`config.mk`:
```
export PLATFORM = sky130hd
export DESIGN_NAME = meter_response_frame_decoder_flat
export DESIGN_NICKNAME = d
export VERILOG_FILES = /design/src/rtl/core/mrfd_pkg.sv /design/src/rtl/core/mrfd_if.sv /design/src/rtl/core/mrfd_crc16.sv /design/src/rtl/core/mrfd_assembler.sv /design/src/rtl/core/meter_response_frame_decoder.sv /design/src/flat_wrapper.sv
export SDC_FILE = /design/constraint.sdc
export NUM_CORES = 1
export LEC_CHECK = 0
export BUFFER_PORTS_ARGS = -buffer_cell sky130_fd_sc_hd__clkbuf_2
export CORE_ASPECT_RATIO = 0.75
export CORE_UTILIZATION = 43
export CTS_CLUSTER_SIZE = 16
export DETAILED_ROUTE_END_ITERATION = 7
export MAX_ROUTING_LAYER = met4
export SLEW_MARGIN = 20
export SYNTH_ARGS = -nofsm -noshare
export SYNTH_HDL_FRONTEND = slang
export SYNTH_SLANG_ARGS = --single-unit
export TNS_END_PERCENT = 50
```
`constraint.sdc`:
```
create_clock -name clk -period 10.11 [get_ports clk]
set_clock_uncertainty 0.15 [all_clocks]
set_input_delay 0.5055 -clock clk [delete_from_list [all_inputs] [get_ports clk]]
set_output_delay 0.5055 -clock clk [all_outputs]
set_load 0.005 [all_outputs]
```
`src/rtl/core/mrfd_pkg.sv`:
```
// Package for the meter response frame decoder: frame layout constants,
// configuration register indexes and the decoded result struct. No dependencies.
`default_nettype none

package mrfd_pkg;

  // Frame layout
  localparam int FRAME_LEN     = 21;
  localparam int POS_W         = 5;
  localparam int PAYLOAD_FIRST = 3;
  localparam int PAYLOAD_BYTES = 16;
  localparam int PAYLOAD_IDX_W = 4;

  // Check constants
  localparam logic [15:0] CRC_INIT        = 16'hFFFF;
  localparam logic [15:0] CRC_POLY        = 16'hA001;
  localparam logic [7:0]  BYTE_COUNT_CODE = 8'h10;

  // Configuration registers
  localparam int CFG_IDX_W = 4;
  localparam logic [CFG_IDX_W-1:0] REG_EXP_ADDR = 4'd0;
  localparam logic [CFG_IDX_W-1:0] REG_EXP_FUNC = 4'd1;
  localparam logic [7:0] EXP_ADDR_RESET = 8'h01;
  localparam logic [7:0] EXP_FUNC_RESET = 8'h04;

  // One decoded frame
  typedef struct packed {
    logic        frame_valid;
    logic        crc_ok;
    logic        header_ok;
    logic [15:0] volt_centi;
    logic [15:0] amp_centi;
    logic [31:0] power_deci;
    logic [31:0] energy_whr;
    logic [15:0] high_alarm_word;
    logic [15:0] low_alarm_word;
  } result_t;

endpackage

`default_nettype wire

```
`src/rtl/core/mrfd_if.sv`:
```
// Handshake interfaces of the meter response frame decoder: byte input,
// decoded result output and configuration write. Uses mrfd_pkg.
`default_nettype none

interface mrfd_in_if;
  logic       valid;
  logic       ready;
  logic [7:0] rx_byte;
  logic       frame_start;

  modport source (output valid, output rx_byte, output frame_start, input ready);
  modport sink   (input valid, input rx_byte, input frame_start, output ready);
endinterface

interface mrfd_out_if;
  logic        valid;
  logic        ready;
  logic        frame_valid;
  logic        crc_ok;
  logic        header_ok;
  logic [15:0] volt_centi;
  logic [15:0] amp_centi;
  logic [31:0] power_deci;
  logic [31:0] energy_whr;
  logic [15:0] high_alarm_word;
  logic [15:0] low_alarm_word;

  modport source (
    output valid, output frame_valid, output crc_ok, output header_ok,
    output volt_centi, output amp_centi, output power_deci, output energy_whr,
    output high_alarm_word, output low_alarm_word, input ready
  );
  modport sink (
    input valid, input frame_valid, input crc_ok, input header_ok,
    input volt_centi, input amp_centi, input power_deci, input energy_whr,
    input high_alarm_word, input low_alarm_word, output ready
  );
endinterface

interface mrfd_cfg_if;
  logic                           valid;
  logic                           ready;
  logic [mrfd_pkg::CFG_IDX_W-1:0] index;
  logic [7:0]                     data;

  modport source (output valid, output index, output data, input ready);
  modport sink   (input valid, input index, input data, output ready);
endinterface

`default_nettype wire

```
`src/rtl/core/mrfd_crc16.sv`:
```
// Modbus CRC-16 update over one byte (reflected polynomial, eight shift steps).
// Depends on mrfd_pkg for the polynomial.
`default_nettype none

module mrfd_crc16 (
  input  wire logic [15:0] crc_in,
  input  wire logic [7:0]  data_in,
  output logic      [15:0] crc_out
);

  // Unrolled bitwise update, LSB first
  always_comb begin
    logic [15:0] c;
    c = crc_in ^ {8'h00, data_in};
    for (int k = 0; k < 8; k++) begin
      if (c[0]) begin
        c = (c >> 1) ^ mrfd_pkg::CRC_POLY;
      end else begin
        c = c >> 1;
      end
    end
    crc_out = c;
  end

endmodule

`default_nettype wire

```
`src/rtl/core/mrfd_assembler.sv`:
```
// Frame assembly state: byte position, running CRC, header check and payload
// store; decodes the result on the last byte. Uses mrfd_pkg and mrfd_crc16.
`default_nettype none

module mrfd_assembler (
  input  wire logic              clk,
  input  wire logic              rst_n,
  input  wire logic              byte_fire,
  input  wire logic [7:0]        rx_byte,
  input  wire logic              frame_start,
  input  wire logic [7:0]        exp_addr,
  input  wire logic [7:0]        exp_func,
  output logic                   last_byte,
  output mrfd_pkg::result_t      result
);

  localparam logic [mrfd_pkg::POS_W-1:0] POS_CRC_LO =
    mrfd_pkg::POS_W'(mrfd_pkg::FRAME_LEN - 2);
  localparam logic [mrfd_pkg::POS_W-1:0] POS_LAST =
    mrfd_pkg::POS_W'(mrfd_pkg::FRAME_LEN - 1);
  localparam logic [mrfd_pkg::POS_W-1:0] POS_END =
    mrfd_pkg::POS_W'(mrfd_pkg::FRAME_LEN);
  localparam logic [mrfd_pkg::POS_W-1:0] POS_PL_FIRST =
    mrfd_pkg::POS_W'(mrfd_pkg::PAYLOAD_FIRST);
  localparam logic [mrfd_pkg::POS_W-1:0] POS_PL_END =
    mrfd_pkg::POS_W'(mrfd_pkg::PAYLOAD_FIRST + mrfd_pkg::PAYLOAD_BYTES);

  logic [mrfd_pkg::POS_W-1:0] pos_r, pos_nxt;
  logic [15:0]                crc_r, crc_nxt;
  logic                       hdr_r, hdr_nxt;
  logic [7:0]                 payload_r [mrfd_pkg::PAYLOAD_BYTES];
  logic [7:0]                 crc_lo_r;

  logic                       restart;
  logic [mrfd_pkg::POS_W-1:0] pos;
  logic [15:0]                crc_base;
  logic                       hdr_base;
  logic [15:0]                crc_upd;
  logic                       pl_wr;
  logic [mrfd_pkg::POS_W-1:0] pl_off;

  // Start of frame restores fresh CRC and header state
  assign restart  = frame_start || (pos_r >= POS_END);
  assign pos      = restart ? '0 : pos_r;
  assign crc_base = restart ? mrfd_pkg::CRC_INIT : crc_r;
  assign hdr_base = restart ? 1'b0 : hdr_r;

  mrfd_crc16 u_crc (
    .crc_in  (crc_base),
    .data_in (rx_byte),
    .crc_out (crc_upd)
  );

  assign last_byte = (pos == POS_LAST);
  assign pl_wr     = (pos >= POS_PL_FIRST) && (pos < POS_PL_END);
  assign pl_off    = pos - POS_PL_FIRST;

  // Next position, CRC and header flag
  always_comb begin
    crc_nxt = (pos < POS_CRC_LO) ? crc_upd : crc_base;
    case (pos)
      5'd0:    hdr_nxt = (rx_byte == exp_addr);
      5'd1:    hdr_nxt = hdr_base && (rx_byte == exp_func);
      5'd2:    hdr_nxt = hdr_base && (rx_byte == mrfd_pkg::BYTE_COUNT_CODE);
      default: hdr_nxt = hdr_base;
    endcase
    pos_nxt = pos + 5'd1;
    if (last_byte) begin
      pos_nxt = '0;
      crc_nxt = mrfd_pkg::CRC_INIT;
      hdr_nxt = 1'b0;
    end
  end

  // Control state
  always_ff @(posedge clk) begin
    if (!rst_n) begin
      pos_r <= '0;
      crc_r <= mrfd_pkg::CRC_INIT;
      hdr_r <= 1'b0;
    end else if (byte_fire) begin
      pos_r <= pos_nxt;
      crc_r <= crc_nxt;
      hdr_r <= hdr_nxt;
    end
  end

  // Payload and received CRC low byte
  always_ff @(posedge clk) begin
    if (byte_fire && pl_wr) begin
      payload_r[pl_off[mrfd_pkg::PAYLOAD_IDX_W-1:0]] <= rx_byte;
    end
    if (byte_fire && (pos == POS_CRC_LO)) begin
      crc_lo_r <= rx_byte;
    end
  end

  // Decode of the completed frame
  always_comb begin
    logic crc_good;
    crc_good = ({rx_byte, crc_lo_r} == crc_base);
    result.frame_valid     = crc_good && hdr_base;
    result.crc_ok          = crc_good;
    result.header_ok       = hdr_base;
    result.volt_centi      = {payload_r[0], payload_r[1]};
    result.amp_centi       = {payload_r[2], payload_r[3]};
    result.power_deci      = {payload_r[6], payload_r[7], payload_r[4], payload_r[5]};
    result.energy_whr      = {payload_r[10], payload_r[11], payload_r[8], payload_r[9]};
    result.high_alarm_word = {payload_r[12], payload_r[13]};
    result.low_alarm_word  = {payload_r[14], payload_r[15]};
  end

endmodule

`default_nettype wire

```
`src/rtl/core/meter_response_frame_decoder.sv`:
```
// Top level of the meter response frame decoder: input register, frame
// assembler and result register. Uses mrfd_pkg, mrfd_if and mrfd_assembler.
//
// Usage:
//   in_chan  : one received byte per word, with frame_start marking byte 0.
//   out_chan : one decoded word per 21-byte frame (flags, voltage, current,
//              power, energy, alarm words), issued on the frame's last byte.
//   cfg_chan : register writes (index 0 expected address, index 1 expected
//              function); always ready, write only while the decoder is idle.
// Throughput: one byte per clock unless a last byte waits on a busy result
// register. Each byte is captured in an input register and then processed by
// the assembler; the one-byte CRC update is the longest path.
// Result: the decoded word is loaded into the result register when the
// assembler processes the last byte, and is held there until it is taken.
// Reset (rst_n low, synchronous): position and header check clear, CRC
// restarts at 0xFFFF, registers return to address 1 and function 4.
// Stall: while a result waits in the output register, bytes keep flowing;
// only the last byte of the next frame holds in the input register until
// the pending result is taken.
`default_nettype none

module meter_response_frame_decoder (
  input  wire logic   clk,
  input  wire logic   rst_n,
  mrfd_in_if.sink     in_chan,
  mrfd_out_if.source  out_chan,
  mrfd_cfg_if.sink    cfg_chan
);

  logic              s1_valid_r;
  logic [7:0]        s1_byte_r;
  logic              s1_start_r;
  logic [7:0]        exp_addr_r;
  logic [7:0]        exp_func_r;
  logic              out_valid_r;
  mrfd_pkg::result_t out_r;

  logic              last_byte;
  mrfd_pkg::result_t result;
  logic              s1_go;
  logic              s1_fire;
  logic              in_fire;

  // Configuration registers
  assign cfg_chan.ready = 1'b1;

  always_ff @(posedge clk) begin
    if (!rst_n) begin
      exp_addr_r <= mrfd_pkg::EXP_ADDR_RESET;
      exp_func_r <= mrfd_pkg::EXP_FUNC_RESET;
    end else if (cfg_chan.valid) begin
      unique case (cfg_chan.index)
        mrfd_pkg::REG_EXP_ADDR: exp_addr_r <= cfg_chan.data;
        mrfd_pkg::REG_EXP_FUNC: exp_func_r <= cfg_chan.data;
        default: ;
      endcase
    end
  end

  // Stage 1 moves unless it holds a last byte and the result slot is busy
  assign s1_go         = !last_byte || !out_valid_r || out_chan.ready;
  assign s1_fire       = s1_valid_r && s1_go;
  assign in_chan.ready = !s1_valid_r || s1_go;
  assign in_fire       = in_chan.valid && in_chan.ready;

  // Input register
  always_ff @(posedge clk) begin
    if (!rst_n) begin
      s1_valid_r <= 1'b0;
    end else if (in_chan.ready) begin
      s1_valid_r <= in_chan.valid;
    end
  end

  always_ff @(posedge clk) begin
    if (in_fire) begin
      s1_byte_r  <= in_chan.rx_byte;
      s1_start_r <= in_chan.frame_start;
    end
  end

  mrfd_assembler u_asm (
    .clk         (clk),
    .rst_n       (rst_n),
    .byte_fire   (s1_fire),
    .rx_byte     (s1_byte_r),
    .frame_start (s1_start_r),
    .exp_addr    (exp_addr_r),
    .exp_func    (exp_func_r),
    .last_byte   (last_byte),
    .result      (result)
  );

  // Result register
  always_ff @(posedge clk) begin
    if (!rst_n) begin
      out_valid_r <= 1'b0;
    end else if (s1_fire && last_byte) begin
      out_valid_r <= 1'b1;
    end else if (out_chan.ready) begin
      out_valid_r <= 1'b0;
    end
  end

  always_ff @(posedge clk) begin
    if (s1_fire && last_byte) begin
      out_r <= result;
    end
  end

  assign out_chan.valid           = out_valid_r;
  assign out_chan.frame_valid     = out_r.frame_valid;
  assign out_chan.crc_ok          = out_r.crc_ok;
  assign out_chan.header_ok       = out_r.header_ok;
  assign out_chan.volt_centi      = out_r.volt_centi;
  assign out_chan.amp_centi       = out_r.amp_centi;
  assign out_chan.power_deci      = out_r.power_deci;
  assign out_chan.energy_whr      = out_r.energy_whr;
  assign out_chan.high_alarm_word = out_r.high_alarm_word;
  assign out_chan.low_alarm_word  = out_r.low_alarm_word;

endmodule

`default_nettype wire

```
`src/flat_wrapper.sv`:
```
// flat-port wrapper written by rule: the top's interface ports become plain ports
module meter_response_frame_decoder_flat 
  (clk, rst_n, in_chan_valid, in_chan_rx_byte, in_chan_frame_start, in_chan_ready, out_chan_valid, out_chan_frame_valid, out_chan_crc_ok, out_chan_header_ok, out_chan_volt_centi, out_chan_amp_centi, out_chan_power_deci, out_chan_energy_whr, out_chan_high_alarm_word, out_chan_low_alarm_word, out_chan_ready, cfg_chan_valid, cfg_chan_index, cfg_chan_data, cfg_chan_ready);
  mrfd_in_if in_chan_i ();
  mrfd_out_if out_chan_i ();
  mrfd_cfg_if cfg_chan_i ();
  input  wire logic clk;
  input  wire logic rst_n;
  input wire logic [$bits(in_chan_i.valid)-1:0] in_chan_valid;
  input wire logic [$bits(in_chan_i.rx_byte)-1:0] in_chan_rx_byte;
  input wire logic [$bits(in_chan_i.frame_start)-1:0] in_chan_frame_start;
  output wire logic [$bits(in_chan_i.ready)-1:0] in_chan_ready;
  output wire logic [$bits(out_chan_i.valid)-1:0] out_chan_valid;
  output wire logic [$bits(out_chan_i.frame_valid)-1:0] out_chan_frame_valid;
  output wire logic [$bits(out_chan_i.crc_ok)-1:0] out_chan_crc_ok;
  output wire logic [$bits(out_chan_i.header_ok)-1:0] out_chan_header_ok;
  output wire logic [$bits(out_chan_i.volt_centi)-1:0] out_chan_volt_centi;
  output wire logic [$bits(out_chan_i.amp_centi)-1:0] out_chan_amp_centi;
  output wire logic [$bits(out_chan_i.power_deci)-1:0] out_chan_power_deci;
  output wire logic [$bits(out_chan_i.energy_whr)-1:0] out_chan_energy_whr;
  output wire logic [$bits(out_chan_i.high_alarm_word)-1:0] out_chan_high_alarm_word;
  output wire logic [$bits(out_chan_i.low_alarm_word)-1:0] out_chan_low_alarm_word;
  input wire logic [$bits(out_chan_i.ready)-1:0] out_chan_ready;
  input wire logic [$bits(cfg_chan_i.valid)-1:0] cfg_chan_valid;
  input wire logic [$bits(cfg_chan_i.index)-1:0] cfg_chan_index;
  input wire logic [$bits(cfg_chan_i.data)-1:0] cfg_chan_data;
  output wire logic [$bits(cfg_chan_i.ready)-1:0] cfg_chan_ready;
  assign in_chan_i.valid = in_chan_valid;
  assign in_chan_i.rx_byte = in_chan_rx_byte;
  assign in_chan_i.frame_start = in_chan_frame_start;
  assign in_chan_ready = in_chan_i.ready;
  assign out_chan_valid = out_chan_i.valid;
  assign out_chan_frame_valid = out_chan_i.frame_valid;
  assign out_chan_crc_ok = out_chan_i.crc_ok;
  assign out_chan_header_ok = out_chan_i.header_ok;
  assign out_chan_volt_centi = out_chan_i.volt_centi;
  assign out_chan_amp_centi = out_chan_i.amp_centi;
  assign out_chan_power_deci = out_chan_i.power_deci;
  assign out_chan_energy_whr = out_chan_i.energy_whr;
  assign out_chan_high_alarm_word = out_chan_i.high_alarm_word;
  assign out_chan_low_alarm_word = out_chan_i.low_alarm_word;
  assign out_chan_i.ready = out_chan_ready;
  assign cfg_chan_i.valid = cfg_chan_valid;
  assign cfg_chan_i.index = cfg_chan_index;
  assign cfg_chan_i.data = cfg_chan_data;
  assign cfg_chan_ready = cfg_chan_i.ready;
  meter_response_frame_decoder u_core (.clk(clk), .rst_n(rst_n), .in_chan(in_chan_i), .out_chan(out_chan_i), .cfg_chan(cfg_chan_i));
endmodule
```
## Word level (Yosys, flattened, before mapping)

Memories as Yosys holds them, arrays and structs flattened. A register that Yosys moved wholly into a read port is not among the register bits.
Index checks and enable logic that the tools add are counted.

| word-level totals | value |
|---|---|
| memories | 1 |
| logic and storage cells | 78 |
| flip-flop bits (word level) | 60 |
| bits in writable memories | 128 |
| bits of input ports | 26 |

Memories:

| name | words | width | read ports | clocked after Yosys merged registers in | wr ports | line | source |
|---|---|---|---|---|---|---|---|
| u_core.u_asm.payload_r | 16 | 8 | 16 | 16 | 1 | mrfd_assembler.sv:31 | `logic [7:0] payload_r [mrfd_pkg::PAYLOAD_BYTES];` |

| operators by class | value |
|---|---|
| magnitude comparators | 3 |
| equality and inequality tests | 9 |
| reduce and logical (&&, ||, !) cells | 21 |
| add/sub/neg operators | 2 |
| multiplexer cells | 20 |
| bitwise gates (word level) | 9 |

Operators by type and width:

| cell | number |
|---|---|
| two-way mux 16 bit | 11 |
| inverter 2 -> 3 bit | 8 |
| == test 16 bit | 1 |
| == test 8 bit | 2 |
| bitwise XOR 16 x 8 -> 16 bit | 1 |
| == test 5 bit, second input constant | 2 |
| two-way mux 5 bit | 2 |
| logical AND 1 bit | 9 |
| == test 8 x 5 -> 1 bit, second input constant | 1 |
| two-way mux 1 bit | 6 |
| adder 5 x 1 -> 5 bit, second input constant | 1 |
| == test 5 x 1 -> 1 bit, second input constant | 1 |
| == test 5 x 2 -> 1 bit, second input constant | 1 |
| greater-or-equal comparator 5 x 2 -> 1 bit, second input constant | 1 |
| greater-or-equal comparator 5 bit, second input constant | 1 |
| zero test 5 bit | 1 |
| < comparator 5 bit, second input constant | 1 |
| == test 4 x 1 -> 1 bit, second input constant | 1 |
| zero test 4 bit | 1 |
| logical OR 1 bit | 4 |
| AND reduction 2 bit | 2 |
| subtractor 4 x 2 -> 4 bit, second input constant | 1 |
| zero test 1 bit | 3 |
| case mux 1 bit (3 select lines) | 1 |
| nonzero test 2 bit | 1 |

## Longest topological paths before layout

| logic depth | value |
|---|---|
| depth after elaboration | 22 |
| gate-level depth with buffers | 13 |

## Modules after synthesis

A second synthesis with hierarchy kept.

| second synthesis, totals | value |
|---|---|
| cell total of the unflattened synthesis | 665 |
| area, all modules | 11329.6 sq um |

By module, submodules not included:

| module | area each (sq um) | instances | cells an instance |
|---|---|---|---|
| mrfd_assembler | 6123.4 | 1 | 419 |
| meter_response_frame_decoder | 4954.8 | 1 | 220 |
| mrfd_crc16 | 251.5 | 1 | 26 |

## Least setup slack after synthesis

Ideal clock, no wire load.

| timing | value |
|---|---|
| kind | register to register |
| from | reg u_core.u_asm.pos_r[3] in the netlist's numbering |
| to | reg, netlist name out_chan_amp_centi[0] |
| arrival | 7.408 ns |
| required time | 9.324 ns |
| path slack | 1.916 ns |
| period minus slack after synthesis | 8.194 ns |
| stages on the path, launching flop included | 10 |
| buffers on the path | 2 |
| path through | dfxtp_1 -> buf_2 -> a21o_1 -> nor2_1 -> buf_2 -> nand2_1 -> ha_1 -> and4bb_2 -> nand3_1 -> nor2b_1 |

| on the way | value |
|---|---|
| cells in the longest elaborated chain, start to end | 9 |

RTL lines:

| what | line | source |
|---|---|---|
| start: declaration | mrfd_assembler.sv:28 | `logic [mrfd_pkg::POS_W-1:0] pos_r, pos_nxt;` |
| start signal: assignment | mrfd_assembler.sv:82 | `pos_r <= pos_nxt;` |
| greater-or-equal comparator 5 bit | mrfd_assembler.sv:43 | `assign restart = frame_start \|\| (pos_r >= POS_END);` |
| logical OR 1 bit | mrfd_assembler.sv:43 |  |
| two-way mux 5 bit (*) | mrfd_assembler.sv:44 | `assign pos = restart ? '0 : pos_r;` |
| == test 5 bit (*) | mrfd_assembler.sv:54 | `assign last_byte = (pos == POS_LAST);` |
| zero test 1 bit | meter_response_frame_decoder.sv:61 | `assign s1_go = !last_byte \|\| !out_valid_r \|\| out_chan.ready;` |
| logical OR 1 bit (2 in series) | meter_response_frame_decoder.sv:61 |  |
| logical AND 1 bit | meter_response_frame_decoder.sv:62 | `assign s1_fire = s1_valid_r && s1_go;` |
| logical AND 1 bit (*) | meter_response_frame_decoder.sv:106 | `if (s1_fire && last_byte) begin` |

Every way passes the cells marked *; elsewhere a longest branch is shown, timed or not.
A chain may end at the register's enable or synchronous reset.

## Final worst setup path

| timing | value |
|---|---|
| from | reg u_core.u_asm.pos_r[2] in the netlist's numbering |
| to | mem u_core.u_asm.payload_r[8][7] (enable) |

| on the way | value |
|---|---|
| cells in the longest elaborated chain, start to end | 11 |
| elaborated cells between the ends (all ways) | 15 |

RTL lines:

| what | line |
|---|---|
| greater-or-equal comparator 5 bit | mrfd_assembler.sv:43 |
| logical OR 1 bit | mrfd_assembler.sv:43 |
| two-way mux 5 bit (*) | mrfd_assembler.sv:44 |
| parallel branches: the longest is 8 deep, another holds greater-or-equal comparator 5 x 2 -> 1 bit | -- |
| end: declaration | mrfd_assembler.sv:31 |

Every way passes the cells marked *.

==> metrics.md <==
| Metric | Value |
|---|---|
| Synthesis warning total | 0 |
| Hold Vio Cnt, Final | 0 |
| Sw Share | 0.205 |
| Sum of overflow across all layers after global routing | 0 |
| Routed length on met1 | roughly 12,000 µm |
| Largest cells by area after synthesis | edfxtp_1 (73%), dfxtp_1 (7.1%), xnor2_1 (2.8%) |
| Count of buffers inserted at the top-level ports | around 160 |
| Synthesized flop and latch total | ~320 |
| Syn_area_per_cell | about 17 µm² |
| Antenna diodes | 0 |
| Overall Global Routing Usage | 0.178 |
| Clock buffers created by TritonCTS | 30 |
| Combinational group share of total power | 0.038 |
| Data required time at the worst endpoint | around 10 ns |
| Proportion of synthesized area in mux cells | 0.0151 |
| Met2 WL post-DR | just under 10,000 µm |
| Number of iterations in the first detailed-routing pass | 7 |
| Post-synth design cell area | around 11,000 µm² |
| Library cell occupying the most area in the post-synthesis netlist | edfxtp_1 |
| Resized cells post-CTS | 0 |
| Run status | finished with violations |
| Clock insertion delay at the later pin of the skew report | 0.54 ns |
| Metal3 WL | between 1000 and 1500 µm |
| Critical Path Start Type | flip-flop |
| Final Instance Area | roughly 14,000 µm² |
| Class of the worst hold path | in2reg |
| Cell internal pwr | roughly 2000 µW |
| Transition time of the tightest slew-check pin | 0.878 ns |
| Total setup violations reported at the end of the flow | 0 |
| Clock slew at reported path FFs | 0.06 ns |
| Critical path cell sequence | o211a_4, nor2_1, nand2_1, inv_1, ha_1, a21oi_1, nor2_1, nand2_1, nor2_1 |
| Library cell with the highest instance count after synthesis | edfxtp_1 |
| Final Critical Period | between 4 and 5 ns |
| Post-synth cell types | 66 |
| Hold buffer count at cts | 8 |
| Estimated wirelength of the detail-placed design | between 15,000 and 20,000 µm |
| Layout overhead on the synthesized area | 19.3% |
| Wire length of the first global-routing pass | approximately 35,000 µm |
| Maximum clock rate | about 250 MHz |
| ANT nets after route | 0 |
| Clock network power share | 0.404 |
| Area of combinational cells with multiple inputs | between 2000 and 2500 µm² |
| Mapped Cells | between 600 and 700 |
| CTS root buffer | clkbuf_16 |
| Count of maximum capacitance violations | 0 |
| I/O pin count | between 150 and 200 |
| Dpl cell area | roughly 13,000 µm² |
| Area share of the largest cell type after synthesis | 0.730 |
| Die ar. | ~27,000 µm² |
| Chip Height | ~140 µm |
| Number of levels in the clock H-tree | 1 |
| Final #Nets | about 890 |
| Worst-path maximum fanout | 17 |
| Register share of total power | 0.558 |
| Post-CTS Setup Repair Bufs | 0 |
| Worst vdd ir | roughly 0.13 mV |
| Nets in the synthesized netlist | just over 700 |
| Uppermost routed layer | met4 |
| EDFF count, synth | 276 |
| CP max stage delay | ~0.67 ns |
| CTS Sinks | 316 |
| Share of synthesized area occupied by flip-flops and latches | 0.800 |
| Reported net switching power | 525 µW |
| Overall via count from detail_route | between 6,000 and 7,000 |
| Arr. time, crit path | about 4.1 ns |
| Compound-Gate Fraction of Synth Area | 0.0511 |
| Leakage component of the power | ~0.0048 µW |
| Top cell types by occurrence after synthesis | edfxtp_1 (276), nor2_1 (64), nand2_1 (45) |
| Width of the chip | 190 µm |
| Type of the worst setup path | reg2reg |
| Post-DR wirelength/cell | approximately 19 µm |
| Placer congestion estimate | roughly 0.86 |
| Number of buffers between clock root and the deepest sink | 3 |
| Primary FF master, synth | edfxtp_1 |
| Violations in the final reports | design-rule violations |
| Core Rows | 51 |
| Post-Route WL | 23,600 µm |
| TritonCTS clock tree | yes |
| Ratio of final minimum period to clock period | 0.401 |
| Largest family of logic cells by synthesized area | simple AND/OR/NAND/NOR gates |
| Basic-gate share of the synthesized area counting and, or, nand and nor cells | 0.0750 |
| Total power density per cell area | roughly 190 nW/µm² |
| Slew margin rel. | 0.413 |
| Maximum number of pins on one net before global-route repair | 88 |
| Number of antenna violations at the first check in global routing | 0 |
| Final slew viol count | 0 |
| Xor/xnor share of the synthesized area | 0.0375 |
| Share of post-route cells with drive strength above 1 | 0.249 |
| Violation count after the first detailed-route iteration | between 400 and 500 |
| Master of the slowest instance on the critical path | nor2_1 |
| Synthesized-area fraction occupied by adder cells | 0.00661 |
| Setup repair after global routing missed its margin | no |
| Fraction of registers with async set/reset | 0 |
| DR DRC count | 2 |
| Most numerous cell on the critical path | nor2_1 |
| Endpoint kind of the worst setup timing path | flip-flop |
| Fillcell total | about 2,200 |
| Vias in the first global route | 5,804 |
| Footprint of the flip-flops and latches | around 9000 µm² |
| Initial Utilization | 0.437 |
| Core Footprint | 26,000 µm² |
| DR vias/cell | ~5 |
| Total negative slack | 0 ns |
cell families (layout without fill, tap and decap cells):
logic type,Yosys count,count (layout)
flip-flops,316,316
AND/OR/NAND/NOR,172,172
AO/OA/AOI/OAI,81,81
XOR/XNOR,47,47
buffers and inverters,35,242
multiplexers,17,17
adder cells (fa/ha/maj),6,6
other,1,1
per-layer routing:
layer	track usage	up-vias
li1	-	2908
met1	0.273	3048
met2	0.247	216
met3	0.0312	33
met4	0.0335	0
met5	-	-
worst paths after layout:
| check | slack (ns) | depth (start not counted) | to | startpoint |
|---|---|---|---|---|
| setup / recovery | 6.06 | 9 | u_core.u_asm.payload_r[8][7] | u_core.u_asm.pos_r[2] |
| hold / removal | 0.04 | 2 | u_core.exp_addr_r[0] | rst_n |
| setup reg to reg | 6.06 | 9 | u_core.u_asm.payload_r[8][7] | u_core.u_asm.pos_r[2] |
| hold reg to reg | 0.27 | 0 | out_chan_energy_whr[13] | u_core.u_asm.payload_r[8][5] |
metrics by stage:
step	cells	utilization	setup WS, ns	hold WS (ns)	power, µW
finish	1226	0.522	6.06	0.0388	2570
global route	1226	0.522	5.77	0.0299	2650
CTS	1226	0.522	6.07	0.0265	2590
detailed placement	1163	0.483	6.08	0.255	1550
global placement	1163	0.483	6.18	0.252	1550
floorplan	675	-	1.92	0.250	1520
layout by cell type, fill, tap and decap left out, types with 4 or more instances in the layout:
master / netlist / layout
dfxtp_1: 40 / 40
xnor2_1: 36 / 36
o21ai_0: 10 / 10
nand3_1: 6 / 6
mux2i_1: 16 / 16
or4_1: 4 / 4
edfxtp_1: 276 / 276
xor2_1: 10 / 10
nor4_1: 8 / 8
clkbuf_1: 11 / 7
inv_1: 10 / 10
ha_1: 6 / 6
a21oi_1: 20 / 20
nand2_1: 45 / 45
clkbuf_2: 0 / 158
clkinv_1: 0 / 9
dlygate4sd3_1: 0 / 8
o211ai_1: 11 / 11
and3_1: 8 / 8
nor3_1: 6 / 6
a31oi_1: 7 / 7
clkbuf_16: 0 / 31
buf_4: 3 / 10
nor2b_1: 5 / 4
nor2_1: 64 / 64
critical path: cells and delay by family, from the launching register on:
| family | cells | cell delay, ns |
|---|---|---|
| AO/OA/AOI/OAI | 2 | 0.32 |
| adder cells (fa/ha/maj) | 1 | 0.36 |
| buffers and inverters | 1 | 0.19 |
| flip-flops | 1 | 0.48 |
| AND/OR/NAND/NOR | 5 | 2.17 |
sequential cells by signal, indices dropped and copies added, names as in the netlist, 16 cells and up:
name	flops
out_chan_energy_whr	32
u_core.u_asm.payload_r	128
out_chan_amp_centi	16
out_chan_low_alarm_word	16
out_chan_power_deci	32
out_chan_volt_centi	16
u_core.u_asm.crc_r	16
out_chan_high_alarm_word	16
power by group through the flow:
stage / sequential, µW / combinational, µW / clock (µW)
after detailed placement: 1460 / 94.9 / 0
after global routing: 1430 / 106 / 1110
after floorplan: 1450 / 67.2 / 0
final: 1430 / 97.8 / 1040
after global placement: 1460 / 94.4 / 0
after CTS: 1430 / 97.7 / 1060
final cells by class:
type	count	share of cell area
clock inverters	17	0.00831
clock buffers	38	0.0592
repair buffers	177	0.0706
multi-input cells	324	0.157
well taps	344	0.0318
flip-flops and latches	316	0.671
inverters	10	0.00277
Note: power is estimated with default switching activity, not from simulation.
